--- config.mk ---
export PLATFORM = sky130hd
export DESIGN_NAME = pcba_ctrl
export DESIGN_NICKNAME = d
export VERILOG_FILES = /design/src/rtl/pcba_pkg.sv /design/src/rtl/pcba_ctrl.sv
export SDC_FILE = /design/constraint.sdc
export NUM_CORES = 1
export LEC_CHECK = 0
export BUFFER_PORTS_ARGS = -buffer_cell sky130_fd_sc_hd__buf_2
export CORE_AREA = 2 2 39 41
export DETAILED_ROUTE_END_ITERATION = 16
export DIE_AREA = 0 0 41 43
export HOLD_SLACK_MARGIN = 0.15
export PLACE_DENSITY_LB_ADDON = 0.3
export SLEW_MARGIN = 5
export SYNTH_ARGS = -nofsm -noshare
export SYNTH_HDL_FRONTEND = slang
export SYNTH_SLANG_ARGS = --single-unit
--- constraint.sdc ---
create_clock -name clk -period 2.15 [get_ports clk]
set_input_delay 0.3225 -clock clk [delete_from_list [all_inputs] [get_ports clk]]
set_output_delay 0.3225 -clock clk [all_outputs]
set_load 0.005 [all_outputs]
--- src/rtl/pcba_pkg.sv ---
// Shared types, constants and controller states of the per-channel buffer slot allocator.
package pcba_pkg;

    localparam int NUM_CHANNELS_DEF      = 2048;
    localparam int NUM_BUFFERS_DEF       = 3;
    localparam int SLOTS_PER_CHANNEL_DEF = 64;

    localparam int RES_ID_W  = 11;
    localparam int TIME_W    = 16;
    localparam int PHASE_W   = 16;
    localparam int BUF_OUT_W = 2;
    localparam int SLOT_W    = 6;
    localparam int COUNT_W   = 7;
    localparam int TOTAL_W   = 17;
    localparam int CFG_W     = 16;
    localparam int GEN_W     = 8;

    localparam logic [TIME_W-1:0]  TIME_WRAP = 16'hFFFF;
    localparam logic [TOTAL_W-1:0] TOTAL_MAX = 17'h1FFFF;
    localparam logic [GEN_W-1:0]   GEN_MAX   = '1;

    localparam logic [CFG_W-1:0] TOTAL_LIMIT_RST = 16'd4096;
    localparam logic [CFG_W-1:0] TIME_LIMIT_RST  = 16'd1000;

    localparam logic REG_TOTAL_LIMIT = 1'b0;
    localparam logic REG_TIME_LIMIT  = 1'b1;

    typedef struct packed {
        logic                       restart;
        logic [RES_ID_W-1:0]        res_id;
        logic [TIME_W-1:0]          event_time;
        logic signed [PHASE_W-1:0]  phase;
    } pcba_in_t;

    typedef struct packed {
        logic [BUF_OUT_W-1:0]       buffer_index;
        logic [RES_ID_W-1:0]        channel;
        logic [SLOT_W-1:0]          slot;
        logic [TIME_W-1:0]          time_out;
        logic signed [PHASE_W-1:0]  phase_out;
        logic [COUNT_W-1:0]         new_count;
        logic                       rotated;
        logic [BUF_OUT_W-1:0]       buf_after;
    } pcba_out_t;

    typedef enum logic [2:0] {
        ST_INIT,
        ST_IDLE,
        ST_DIV,
        ST_RED,
        ST_READ,
        ST_CALC,
        ST_CLEAR,
        ST_DONE
    } pcba_state_t;

    typedef struct packed {
        logic load_in;
        logic div_step;
        logic red_step;
        logic rd_step;
        logic calc_step;
        logic sweep_en;
        logic wr_en;
        logic out_load;
    } pcba_cmd_t;

    typedef struct packed {
        logic sweep_last;
        logic need_sweep;
    } pcba_status_t;

endpackage

--- src/rtl/pcba_ctrl.sv ---
// Controller state machine of the per-channel buffer slot allocator.
module pcba_ctrl (
    input  logic                  clk,
    input  logic                  rst_n,
    input  logic                  in_valid,
    output logic                  in_ready,
    output logic                  out_valid,
    input  logic                  out_ready,
    input  pcba_pkg::pcba_status_t status,
    output pcba_pkg::pcba_cmd_t    cmd
);
    import pcba_pkg::*;

    pcba_state_t state_reg;
    pcba_state_t state_next;
    logic        out_valid_reg;
    logic        out_valid_next;
    logic        slot_free;

    assign slot_free = !out_valid_reg || out_ready;

    always_ff @(posedge clk or negedge rst_n)
    begin
        if (!rst_n)
        begin
            state_reg     <= ST_INIT;
            out_valid_reg <= 1'b0;
        end
        else
        begin
            state_reg     <= state_next;
            out_valid_reg <= out_valid_next;
        end
    end

    always_comb
    begin
        state_next = state_reg;
        case (state_reg)
            ST_INIT:
            begin
                if (status.sweep_last)
                    state_next = ST_IDLE;
            end
            ST_IDLE:
            begin
                if (in_valid)
                    state_next = ST_DIV;
            end
            ST_DIV:  state_next = ST_RED;
            ST_RED:  state_next = ST_READ;
            ST_READ: state_next = ST_CALC;
            ST_CALC:
            begin
                if (status.need_sweep)
                    state_next = ST_CLEAR;
                else
                    state_next = ST_DONE;
            end
            ST_CLEAR:
            begin
                if (status.sweep_last)
                    state_next = ST_DONE;
            end
            ST_DONE:
            begin
                if (slot_free)
                    state_next = ST_IDLE;
            end
            default: state_next = ST_INIT;
        endcase
    end

    always_comb
    begin
        cmd      = '0;
        in_ready = 1'b0;
        case (state_reg)
            ST_INIT:  cmd.sweep_en = 1'b1;
            ST_IDLE:
            begin
                in_ready    = 1'b1;
                cmd.load_in = in_valid;
            end
            ST_DIV:   cmd.div_step  = 1'b1;
            ST_RED:   cmd.red_step  = 1'b1;
            ST_READ:  cmd.rd_step   = 1'b1;
            ST_CALC:  cmd.calc_step = 1'b1;
            ST_CLEAR: cmd.sweep_en  = 1'b1;
            ST_DONE:
            begin
                // rewrite of the same entry while stalled is harmless
                cmd.wr_en    = 1'b1;
                cmd.out_load = slot_free;
            end
            default: cmd = '0;
        endcase
    end

    always_comb
    begin
        if (cmd.out_load)
            out_valid_next = 1'b1;
        else if (out_ready)
            out_valid_next = 1'b0;
        else
            out_valid_next = out_valid_reg;
    end

    assign out_valid = out_valid_reg;

endmodule

# ---- Word level (Yosys, flattened, before mapping)
# Cells that the tools add are included.
dict set report word_totals {
  ff_bits 4
  in_bits 6
  word_cells 35
}
dict set report op_classes {
  n_mux 16
  eq_ne 11
  n_reduce_logical 6
}
# op count
set op_table {}
lappend op_table {{$pmux 3 s8} 1}
lappend op_table {{$eq 3x3->1 const B} 4}
lappend op_table {{$mux 3} 4}
lappend op_table {{$mux 1} 10}
lappend op_table {{$ne 2x2->1 const B} 4}
lappend op_table {{$eq 3x2->1 const B} 2}
lappend op_table {{$reduce_and 4->1} 1}
lappend op_table {{$eq 3x1->1 const B} 1}
lappend op_table {{$logic_not 3->1} 1}
lappend op_table {{$mux 2} 1}
lappend op_table {{$reduce_bool 2->1} 1}
lappend op_table {{$reduce_or 2->1} 1}
lappend op_table {{$logic_not 1->1} 1}
lappend op_table {{$logic_or 1x1->1} 1}

# ---- Longest topological paths before layout
# Gate-level depths: netlist (run 1).
dict set report depth {
  word_depth 4
  depth_mapped 4
}

# ---- Worst setup path before layout (run 1)
# No wires, ideal clock.
dict set report synth_path {
  kind {register to output}
  from {reg state_reg[1]}
  to {out cmd[0] in the netlist's numbering}
  n_path_buf 2
  t_arrival_ns 0.920
  path_stages_with_launch 5
  setup_slack_ns 0.908
  required_time_ns 1.827
  cell_sequence {dfrtp_1 -> buf_6 -> and3_4 -> a21boi_4 -> buf_4}
}
# element line_no
set synth_lines {}
lappend synth_lines {{from (decl)} pcba_ctrl.sv:14} ;# pcba_state_t state_reg;
lappend synth_lines {{from (signal assigned)} pcba_ctrl.sv:31} ;# state_reg <= state_next;
lappend synth_lines {{to (decl)} pcba_ctrl.sv:10} ;# output pcba_pkg::pcba_cmd_t cmd

==> results.txt, run 1 <==
- Power Density: about 1500 nW/um^2
- Count of yosys warnings during synthesis: 0
* Transition at the pin with the smallest max-transition slack: roughly 0.40 ns
- Post-synthesis share of cell area spent on full adders, half adders and majority gates: 0%
* Number of clock sinks seen by CTS: 4
* Largest stage delay on the critical path: 0.58 ns
* Outcome: finished clean
- The number of antenna diodes in the final layout is 0.
- The die is 41 microns wide.
* Fin Clk Skew: approximately 0.0089 ns
- Number of standard cells in the final layout excluding fillers: between 60 and 70
- Synth Area in Simple Gates: between 30% and 40%
- After synthesis, flip-flops and latches occupy approximately a third of the total area.
- In this run the worst hold path is classified as primary input to register.
* DIE AREA: between 1500 and 2000 sq um
- The congestion estimate from routability-driven global placement came to ~0.69.
- Number of pins with negative max-slew slack in the final report: 0
- Synthesis-to-layout area growth: 30.74%
* Worst path slowest cell: dfrtp_1
- Dividing the final minimum period by the clock period gives between 70% and 80%.
- IR analysis of the VDD net gives a maximum drop of ~0.52 mV.
- Number of global-route vias before repair: 227
- The worst register-to-register path has a setup slack of 0.99 ns.
- Tracing the worst setup path back leads to its startpoint at state_reg[2].
- The region available for standard cell placement spans approximately 1400 sq um.
* Slew Limit Headroom: around three quarters
* Pre-antenna DRT Iters: 2
- Buffers inserted to repair hold after CTS numbered 1.
- For this run, the top clock speed supported by timing is 591.2 MHz.
* Post-route DRC: 0
- Floorplan die height: between 40 and 50 microns
- The detail route stage leaves a number of antenna-violating nets equal to 0.
- Detailed-route wire length: 675 microns
- Number of buffers and inverters on the critical path: 1
* Mux contribution to synthesized area: 0%
* Clock slew at the register clock pins of the worst setup and hold paths: roughly 0.040 ns
- Htree depth: 1
- Number of buffers between clock root and the deepest sink: 2
- DPL Wire Length: 467 microns
* Share of cells above drive strength 1: ~53%
- The critical path ends at cmd[0].
* Setup tns final: 0 ns
- For this run, the total global-route usage over all layers was measured as 9.768%.
- Sort of element at the end of the critical path: output pin
* Worst setup path category: register to output pin
- Effective utilization at floorplan: between 20% and 30%
- Clock Latency Late Sink: 0.25 ns
* Depth of the most critical reg-to-reg path: 3
* Count of buffers from port buffering: 15
- Via total after detailed routing: 268
* Avg WL per Cell: around 11 microns
* RSZ-0062 raised after global routing: no
- When the netlist entered floorplanning its net count stood at 38.
- The first global-routing pass estimated 1041 microns of wire.
- In this run, distinct cell masters in the synthesized netlist total 19.
* Cell Area, Synth: approximately 310 sq um
- In this run, the number of DRC markers left after iteration 0 of detailed routing was 4.
* Time the final worst path needs with I/O delays and setup: 1.691 ns
- In this run the critical register-to-register path is captured at state_reg[2].
* Critical path peak fanout: 12
* Maximum Capacitance Violations: 0
- The register with the most flip-flops in the layout has 3 of them.
* Number of standard cells after synthesis: 32
- The synthesized netlist devotes 21.31% of its cell area to compound gates.
- In this run the critical register-to-register path is launched from state_reg[2].
- Buffers inserted during clock tree synthesis total 3.
- Clock tree from TritonCTS: done
- The worst setup path is launched from a register.
- Cell family with the largest share of critical-path delay: flip-flops
- For the worst setup path, the data required time is ~1.8 ns.
- Seq cells post-synth: 4
- Row count: 14
* List of cells traversed by the critical path: and3_4, a21boi_4, buf_2
- After synthesis, the largest family of logic cells by area is simple AND/OR/NAND/NOR gates.
- Final count of hold timing violations: 0
* Total gr overflow: 0
* Post-Syn Area per Cell: around 9.5 sq um
- Mean number of vias per cell: about 4.3
- Arr. time, crit path: about 1.4 ns
- The critical path runs through a total of 3 cells.
* P_leak: between 0.0002 and 0.00025 uW
- Number of setup buffers added after CTS: 0
* Number of antenna violations at the first check in global routing: 0
- Pin count of the biggest net entering global routing: 13
- Setup violations remaining at the end of the flow were counted as 0.
- In this run the most critical hold path is launched from status[1].
* Top-level port count: 16
- Number of gates resized after CTS: 0
- Clk root buf: clkbuf_4
- After the last flow step, the layout net total stands at 55.
- Number of placed cells counting well taps: 59
* Xor-xnor portion of the synthesized cell area: 2.869%
power breakdown:
part	switching (uW)	leakage (uW)	internal [uW]	total [uW]
clock network	36.7	0.0000138	62.8	99.6
logic	110	0.000146	168	278
registers	105	0.0000465	114	218
total	251	0.000206	345	596
cell type report:
cell class | count | area (sq um)
Fill cell | 151 | 984.7
Clock buffer | 3 | 22.52
Inverter | 1 | 3.754
Tap cell | 16 | 20.02
Sequential cell | 4 | 100.1
Timing Repair Buffer | 16 | 85.08
Multi-Input combinational cell | 23 | 167.7
placed cells by master (no fill, tap or decap), types with 2 or more instances in the layout:
cell type	netlist	routed
nor2_1	6	6
buf_2	0	15
nand2_1	2	2
nor3b_2	2	2
and2_1	2	2
dfrtp_1	4	4
clkbuf_4	0	3
metrics by stage:
| stage | util (%) | total power (uW) | cell area [sq um] | hold WS [ns] | setup WS, ns |
|---|---|---|---|---|---|
| floorplan | - | 445.7 | 305.3 | 0.02691 | 0.9076 |
| global placement | 26.49 | 494.9 | 366.6 | 0.1358 | 0.7450 |
| detailed placement | 26.49 | 495.4 | 366.6 | 0.1357 | 0.7257 |
| CTS | 28.84 | 604.9 | 399.1 | 0.3360 | 0.4569 |
| global route | 28.84 | 660.3 | 399.1 | 0.3630 | 0.3618 |
| finish | 28.84 | 595.7 | 399.1 | 0.3352 | 0.4585 |
tightest hold or removal path: cells and delay by family:
kind | cells | cell delay [ns]
buf+inv | 1 | 0.07
simple gates | 1 | 0.04
compound gates | 1 | 0.11
synth_stat cells:
| library cell | instances | share of area [%] |
|---|---|---|
| nand2_1 | 2 | 2.5 |
| a21o_2 | 1 | 2.9 |
| nor2_2 | 1 | 2.1 |
| and2_1 | 2 | 4.1 |
| and3_4 | 1 | 3.7 |
| and3b_1 | 1 | 2.9 |
| nor2_1 | 6 | 7.4 |
| buf_4 | 3 | 7.4 |
| dfrtp_1 | 4 | 33 |
| a21oi_1 | 1 | 1.6 |
| o221ai_1 | 1 | 2.9 |
| a211oi_2 | 1 | 4.1 |
| a21boi_4 | 1 | 6.1 |
| nor3b_2 | 2 | 8.2 |
| xor2_1 | 1 | 2.9 |
| inv_1 | 1 | 1.2 |
| a31oi_1 | 1 | 2.1 |
| buf_6 | 1 | 3.7 |
| o21ai_1 | 1 | 1.6 |
layer usage:
layer	part of all wire, %	GRT usage, %	vias to the layer above
met5	0	0	-
li1	-	-	136
met2	38	10.00	16
met1	47	12.34	116
met3	15	9.424	0
met4	0	6.000	0
kinds of logic (layout without fill, tap and decap cells):
group           count (synthesis)  count (layout)
simple gates                   15              15
compound gates                  7               7
flops                           4               4
xor+xnor                        1               1
buf+inv                         5              20
worst min-delay path by stage:
stage / endpoint / slack, ns / cells past startpoint
2_1_floorplan: out_valid / 0.03 / 0
3_3_place_gp: state_reg[1] / 0.14 / 1
3_5_place_dp: state_reg[1] / 0.14 / 1
4_1_cts: state_reg[0] / 0.34 / 3
5_1_grt: state_reg[0] / 0.36 / 3
6_report: state_reg[0] / 0.34 / 3
(Power assumes the default switching activity.)
==> run 2, diff against run 1 <==
==> constraint.sdc (replaced) <==
create_clock -name clk -period 1.6 [get_ports clk]
set_input_delay 0.24 -clock clk [delete_from_list [all_inputs] [get_ports clk]]
set_output_delay 0.24 -clock clk [all_outputs]
set_load 0.005 [all_outputs]
==> results.txt, run 2 (synthesized netlist as in run 1, its figures left out) <==
- CTS Buf Count: 3 (unchanged)
- Post-route DRC: 0 (unchanged)
- The number of antenna violations at the first check in global routing is 0 (unchanged).
- The count of buffering cells on the critical path with inverters included came to 1 (unchanged).
- The clock root buffer is clkbuf_4 (unchanged).
- The count of H-tree levels built during CTS came to 1 (unchanged).
- The hold-critical path endpoint was state_reg[0] (unchanged).
- Hold path startpoint: status[1] (unchanged)
- The required arrival time at the worst endpoint was 1.36 ns (was 1.83 ns).
* Worst setup path category: register to output pin (unchanged)
* Most used cells in the layout excluding fill and tap cells: buf_2 (15), nor2_1 (6), clkbuf_4 (3) (was buf_2 (15), nor2_1 (6), dfrtp_1 (4))
- The count of endpoints failing hold in the final timing report was 0 (unchanged).
- List of cells traversed by the critical path: and3_4, a21boi_4, buf_2 (unchanged)
- Outcome: finished clean (unchanged)
* Clock Latency Late Sink: 0.23 ns (was 0.25 ns)
- The global-route wire length before repair came to 979 microns (was 1041 microns).
* Arr. time, crit path: 1.27 ns (was 1.37 ns)
* Count of cells along the worst hold path: 3 (unchanged)
* Number of setup buffers added after CTS: 0 (unchanged)
- FF-to-FF setup slack: 0.50 ns (was 0.99 ns)
- Number of buffers between clock root and the deepest sink: 2 (unchanged)
- The CTS tree was done (unchanged).
- The placed wire-length estimate after detailed placement was 496.8 microns (was 467 microns).
- The maximum fanout along the worst path came to 9 (was 12).
- The starting density of the core is 22.06% (unchanged).
* Row count: 14 (unchanged)
- The slew at the pin closest to its max-slew limit is 0.2867 ns (was 0.4020 ns).
- RSZ-0062 raised after global routing: no (unchanged)
* Maximum achievable frequency: between 600 and 700 MHz
- Share of cells above drive strength 1: 58.33% (was 53.19%)
- The category of the worst setup path launch point is a register (unchanged).
- The endpoint of the worst register-to-register path is state_reg[0] (was state_reg[2]).
- The detailed-route vias per instance came to 4.328 (was 4.254).
- Pin count of the biggest net entering global routing: 12 (was 13)
- The routed wire length came to 653 microns (was 675 microns).
- Synthesis-to-layout area growth: 34.02% (was 30.74%)
* Avg WL per Cell: 10.20 microns (was 10.71 microns)
- Number of pins with negative max-slew slack in the final report: 0 (unchanged)
- Number of flip-flops under the largest register name: 3 (unchanged)
* Maximum Capacitance Violations: 0 (unchanged)
- The iteration count of the initial detailed-routing pass was 2 (unchanged).
* Worst-case setup margin in the final layout: 0.08797 ns (was 0.4585 ns)
- The cell type of the slowest stage on the worst timing path is dfrtp_1 (unchanged).
- The maximum single-stage delay on the critical path is 0.50 ns (was 0.58 ns).
- Antenna Diode Count: 0 (unchanged)
- Via total after detailed routing: 277 (was 268)
* Total gr overflow: 0 (unchanged)
- Slew Limit Headroom: 80.89% (was 73.20%)
- VDD IR-drop max: 0.7610 mV (was 0.5199 mV)
* Setup WS pre-CTS: 0.2818 ns (was 0.7257 ns)
- Time the final worst path needs with I/O delays and setup: around 1.5 ns
* DIE AREA: 1763 sq um (unchanged)
- The combined global-route utilization of all metal layers came to 8.669% (was 9.768%).
- The worst path uses between 90% and 100% of the clock period.
- The depth of the worst register-to-register path was 4 (was 3).
* Top-level port count: 16 (unchanged)
* Weighted congestion at the end of routability-driven global placement: 0.6704 (was 0.6933)
* Floorplan die height: 43 microns (unchanged)
- Worst reg2reg startpoint: state_reg[2] (unchanged)
- The setup-violating endpoint count in the final report was 0 (unchanged).
- Most frequent standard cell in the layout excluding fill and tap cells: buf_2 (unchanged)
- Number of global-route vias before repair: 240 (was 227)
* Sort of element at the end of the critical path: output pin (unchanged)
- Count of nets left with antenna violations after detail routing: 0 (unchanged)
- Class of the tightest hold or removal check: primary input to register (unchanged)
- The leakage component of the power was 0.0002091 uW (was 0.0002063 uW).
- Fin Clk Skew: 0.0004285 ns (was 0.008902 ns)
* Setup tns final: 0 ns (unchanged)
* Count of buffers from port buffering: 15 (unchanged)
- The power density over the cells came to 1987 nW/um^2 (was 1493 nW/um^2).
- Number of violations reported at the end of detailed-routing iteration 0: 3 (was 4)
- Number of clock sinks seen by CTS: 4 (unchanged)
- Cell family with the largest share of critical-path delay: flip-flops (unchanged)
- Core Region: 1384 sq um (unchanged)
* Die extent in x: 41 microns (unchanged)
- The net total in the final layout is 56 (was 55).
- Clock slew at the register clock pins of the worst setup and hold paths: 0.04 ns (about the same)
==> run 2: metal layers <==
metal | vias up | global-route usage, % | routed length [microns]
li1 | 142 | - | -
met1 | 123 | 11.40 | 313
met2 | 12 | 10.31 | 270
met3 | 0 | 1.571 | 69
met4 | 0 | 10.00 | 0
met5 | - | 0 | 0
==> run 2: cell type report <==
cell class,instances,area [sq um]
clock buffer,3,22.52
fill,154,974.7
inverter,1,3.754
multi-input combinational,23,167.7
sequential,4,102.6
tap,16,20.02
timing repair buffer,17,92.59
==> run 2: worst max path at each step <==
| stage | to | cells after the start | startpoint |
|---|---|---|---|
| global route | cmd[0] | 3 | state_reg[2] |
| floorplan | cmd[0] | 4 | state_reg[1] |
| detailed placement | cmd[0] | 3 | state_reg[0] |
| CTS | cmd[0] | 3 | state_reg[0] |
| global placement | cmd[0] | 3 | state_reg[0] |
| finish | cmd[0] | 3 | state_reg[2] |
==> run 2: tightest hold or removal path, stage by stage <==
cell,delay [ns]
buf_2,0.08
nor2_1,0.04
o21ai_1,0.13
==> run 2: report_power, final <==
group	internal [uW]	total (uW)	switching, uW
Sequential	159	280	121
Clock	83.7	122	38.4
Combinational	241	410	169
==> run 2: metrics by stage <==
stage / cells / utilization, % / cell area [sq um] / hold slack, ns / total power, uW
6_report: 64 / 29.57 / 409.1 / 0.3029 / 812.8
3_3_place_gp: 60 / 27.03 / 374.1 / 0.05112 / 689.6
2_1_floorplan: 32 / - / 305.3 / -0.05559 / 598.9
5_1_grt: 64 / 29.57 / 409.1 / 0.3172 / 902.7
4_1_cts: 64 / 29.39 / 406.6 / 0.3176 / 827.0
3_5_place_dp: 60 / 27.03 / 374.1 / 0.04961 / 692.5
==> run 2: repair_timing <==
action | CTS | global route
endpoints found under the hold margin | 4 | 0
hold buffers | 1 | 0
setup endpoints to repair | 0 | 2
resized for setup | 0 | 2
==> run 3, diff against run 2 <==
--- a/config.mk
+++ b/config.mk
@@ -5,6 +5,7 @@
 export SDC_FILE = /design/constraint.sdc
 export NUM_CORES = 1
 export LEC_CHECK = 0
+export ABC_AREA = 1
 export BUFFER_PORTS_ARGS = -buffer_cell sky130_fd_sc_hd__buf_2
 export CORE_AREA = 2 2 39 41
 export DETAILED_ROUTE_END_ITERATION = 16
==> results.txt, run 3 <==
- The combined global-route utilization of all metal layers is 9.356% (was 8.669%).
* Number of violations reported at the end of detailed-routing iteration 0: 2 (was 3)
- The row count came to 14 (unchanged).
- The final hold slack was 0.2917 ns (was 0.3029 ns).
- The number of max-cap violations was 0 (unchanged).
- Depth of the most critical reg-to-reg path: 7 (was 4)
- Most frequent standard cell in the layout excluding fill and tap cells: nand2_1 (was buf_2)
- The smallest setup slack after layout was 0.1615 ns (was 0.08797 ns).
- The count of H-tree levels built during CTS came to 1 (unchanged).
* Count of yosys warnings during synthesis: 0 (unchanged)
- The fraction of the mapped netlist area in compound gates is 4.895% (was 21.31%).
- FF-to-FF setup slack: 0.41 ns (was 0.50 ns)
* Slew Limit Headroom: 79.02% (was 80.89%)
- Startpoint types: register (unchanged)
- Sequential element share of the synthesized area: 27.97% (was 32.79%)
- The flip-flop count of the largest register, all copies and words added came to 3 (unchanged).
- The synthesis-stage register bit count was 4 (unchanged).
* Top-level port count: 16 (unchanged)
* Period utilization: 89.90% (was 94.50%)
* Final count of hold timing violations: 0 (unchanged)
* CTS Buf Count: 3 (unchanged)
- Top cells by instance count after synthesis: nand2_1 (16), nor2_1 (12), inv_1 (7), nand3_1 (5), dfrtp_1 (4) (was nor2_1 (6), dfrtp_1 (4), buf_4 (3)).
* Clock slew at the register clock pins of the worst setup and hold paths: 0.04 ns (about the same)
- The final estimated routing congestion in global placement is 0.7794 (was 0.6704).
* Number of setup buffers added after CTS: 0 (unchanged)
* Power Density: 1944 nW/um^2 (was 1987 nW/um^2)
* List of cells traversed by the critical path: inv_2, nor2_1, inv_1, nor2_1, buf_2 (was and3_4, a21boi_4, buf_2)
* Number of buffers between clock root and the deepest sink: 2 (unchanged)
* Fin Clk Skew: 0.003966 ns (was 0.0004285 ns)
- Number of global-route vias before repair: 289 (was 240)
* Most used cells in the layout excluding fill and tap cells: nand2_1 (16), buf_2 (15), nor2_1 (12) (was buf_2 (15), nor2_1 (6), clkbuf_4 (3))
- Outcome: finished clean (unchanged)
- The highest clock frequency the design can meet came to 695.2 MHz (was 661.4 MHz).
* VDD IR-drop max: 0.4229 mV (was 0.7610 mV)
* Clock tree from TritonCTS: done (unchanged)
- Count of buffers from port buffering: 15 (unchanged)
- Leading cell types by total area after synthesis: dfrtp_1 (28%), nand2_1 (17%), nor2_1 (13%) (was dfrtp_1 (33%), nor3b_2 (8.2%), buf_4 (7.4%))
- RSZ-0062 raised after global routing: no (unchanged)
- First-pass GRT wire length: 1131 microns (was 979 microns)
* Number of antenna violations at the first check in global routing: 0 (unchanged)
* Sort of element at the end of the critical path: output pin (unchanged)
- The share of synthesized cell area in full adder, half adder and majority cells is 0% (unchanged).
* Worst path slowest cell: dfrtp_1 (unchanged)
- The average wire per standard cell is 8.505 microns (was 10.20 microns).
* Filler cell count: 164 (was 154)
- The placed wire-length estimate after detailed placement was 637.2 microns (was 496.8 microns).
- The most used flip-flop cell after synthesis was dfrtp_1 (unchanged).
- Synth Area in Simple Gates: 49.65% (was 30.74%)
- Most frequently used cell type in the post-synthesis netlist: nand2_1 (was nor2_1)
- The required arrival time at the worst endpoint was 1.36 ns (about the same).
* Main combinational cell family by area after synthesis: simple AND/OR/NAND/NOR gates (unchanged)
- Xor-xnor portion of the synthesized cell area: 0% (was 2.869%)
- Effective utilization at floorplan: 25.86% (was 22.06%)
- Pin count of the biggest net entering global routing: 10 (was 12)
- The synthesis-to-finish area growth is 28.32% (was 34.02%).
* Transition at the pin with the smallest max-transition slack: 0.3147 ns (was 0.2867 ns)
- The category of cells accounting for the largest share of critical-path delay is flip-flops (unchanged).
* Post-Syn Area per Cell: 6.065 sq um (was 9.540 sq um)
- Setup crit start: state_reg[1] (was state_reg[2])
- Post-synth EDFFs: 0 (unchanged)
* Time the final worst path needs with I/O delays and setup: 1.438 ns (was 1.512 ns)
- DIE AREA: 1763 sq um (unchanged)
- The routed wire length was 774 microns (was 653 microns).
- Share of cells above drive strength 1: 33.33% (was 58.33%)
- Setup tns final: 0 ns (unchanged)
* Number of pins with negative max-slew slack in the final report: 0 (unchanged)
* Number of clock sinks seen by CTS: 4 (unchanged)
- Worst reg2reg startpoint: state_reg[2] (unchanged)
* Floorplan die height: 43 microns (unchanged)
* Fraction of post-synthesis cell area in the top cell type by area: 27.97% (was 32.79%)
- The chip width is 41 microns (unchanged).
- The share of flip-flops with an asynchronous set or reset came to 100.0% (unchanged).
- Number of gates resized after CTS: 0 (unchanged)
* Final nets: 83 (was 56)
* Via total after detailed routing: 380 (was 277)
- The number of cells produced by synthesis was 59 (was 32).
- The count of buffering cells on the critical path with inverters included is 3 (was 1).
* Arr. time, crit path: 1.20 ns (was 1.27 ns)
- The termination of the worst setup path is cmd[6] (was cmd[0]).
* Count of nets left with antenna violations after detail routing: 0 (unchanged)
- Antenna Diode Count: 0 (unchanged)
- The number of different library cells in the post-synthesis netlist is 17 (was 19).
* Cell Area, Synth: 357.8 sq um (was 305.3 sq um)
* Clk root buf: clkbuf_4 (unchanged)
* Synth Net Count: 65 (was 38)
- Post-route DRC: 0 (unchanged)
- The endpoint of the worst register-to-register path is state_reg[1] (was state_reg[0]).
- The cell that appears most often on the critical path is nor2_1.
- The depth of the critical timing path with buffers and inverters included is 5 (was 3).
- The leakage component of the power was 0.0002965 uW (was 0.0002091 uW).
* Setup WS pre-CTS: 0.4044 ns (was 0.2818 ns)
* Worst setup path category: register to output pin (unchanged)
- The iteration count of the initial detailed-routing pass is 3 (was 2).
* Core Region: 1384 sq um (unchanged)
* Mean number of vias per cell: 4.176 (was 4.328)
- Synth area leader: dfrtp_1 (unchanged)
- Mux contribution to synthesized area: 0% (unchanged)
- The maximum single-stage delay on the critical path was 0.47 ns (was 0.50 ns).
- Number of endpoints failing setup at the final stage: 0 (unchanged)
* Total gr overflow: 0 (unchanged)
- The clock latency reported for the late side of the worst-skew pair came to 0.23 ns (about the same).
- Critical path peak fanout: 7 (was 9)
- The number of hold buffers added after cts was 1 (unchanged).
- Class of the tightest hold or removal check: primary input to register (unchanged)
==> run 3: cell count changes after synthesis, moves of 2 or more <==
cell,change
nor2_1,+6
nand3_1,+5
nor3b_2,-2
inv_1,+6
nand2_2,+3
nand2_1,+14
and2_1,-2
==> run 3: cell families (layout without fill, tap and decap cells) <==
kind of cell / Yosys count / in the layout
AOI/OAI and AO/OA: 3 / 3
DFF: 4 / 4
buffers and inverters: 12 / 28
and+or+nand+nor: 40 / 40
==> run 3: cell type report <==
| cell class | instances | area (sq um) | share of cell area [%] |
|---|---|---|---|
| multi-input cells | 43 | 195.2 | 42.51 |
| flip-flops and latches | 4 | 100.1 | 21.80 |
| inverters | 9 | 36.28 | 7.902 |
| well taps | 16 | 20.02 | 4.360 |
| repair buffers | 16 | 85.08 | 18.53 |
| clock buffers | 3 | 22.52 | 4.905 |
==> run 3: worst register-to-register path, stage by stage (launching register included) <==
cell	delay, ns
dfrtp_1	0.51
inv_4	0.10
nand3_2	0.11
nor2_1	0.05
nor2_1	0.11
nand2_1	0.06
nand2_1	0.08
nand2_1	0.05
==> run 3: per-layer routing <==
metal | share of wire [%] | GRT usage, % | up-vias
li1 | - | - | 211
met1 | 47 | 12.62 | 159
met2 | 47 | 13.13 | 10
met3 | 5.9 | 4.712 | 0
met4 | 0 | 2.000 | 0
met5 | 0 | 0 | -
==> run 3: power breakdown <==
part / internal, uW / switching, uW
Sequential: 156 / 101
Clock: 83.7 / 39.0
Combinational: 219 / 295
Total: 458 / 434
==> run 3: stage by stage <==
stage	utilization, %	instance area [sq um]	power, uW	std cells
floorplan	-	357.8	659.7	59
global placement	30.83	426.7	775.6	87
detailed placement	30.83	426.7	778.2	87
CTS	33.18	459.2	909.1	91
global route	33.18	459.2	1005	91
finish	33.18	459.2	892.5	91
==> run 3: how the worst min path moves through the flow <==
stage	startpoint	to	slack, ns	cells past startpoint
2_1_floorplan	rst_n	out_valid	-0.06	0
3_3_place_gp	rst_n	out_valid	0.05	1
3_5_place_dp	rst_n	out_valid	0.05	1
4_1_cts	out_ready	out_valid	0.29	4
5_1_grt	out_ready	out_valid	0.33	4
6_report	out_ready	out_valid	0.29	4
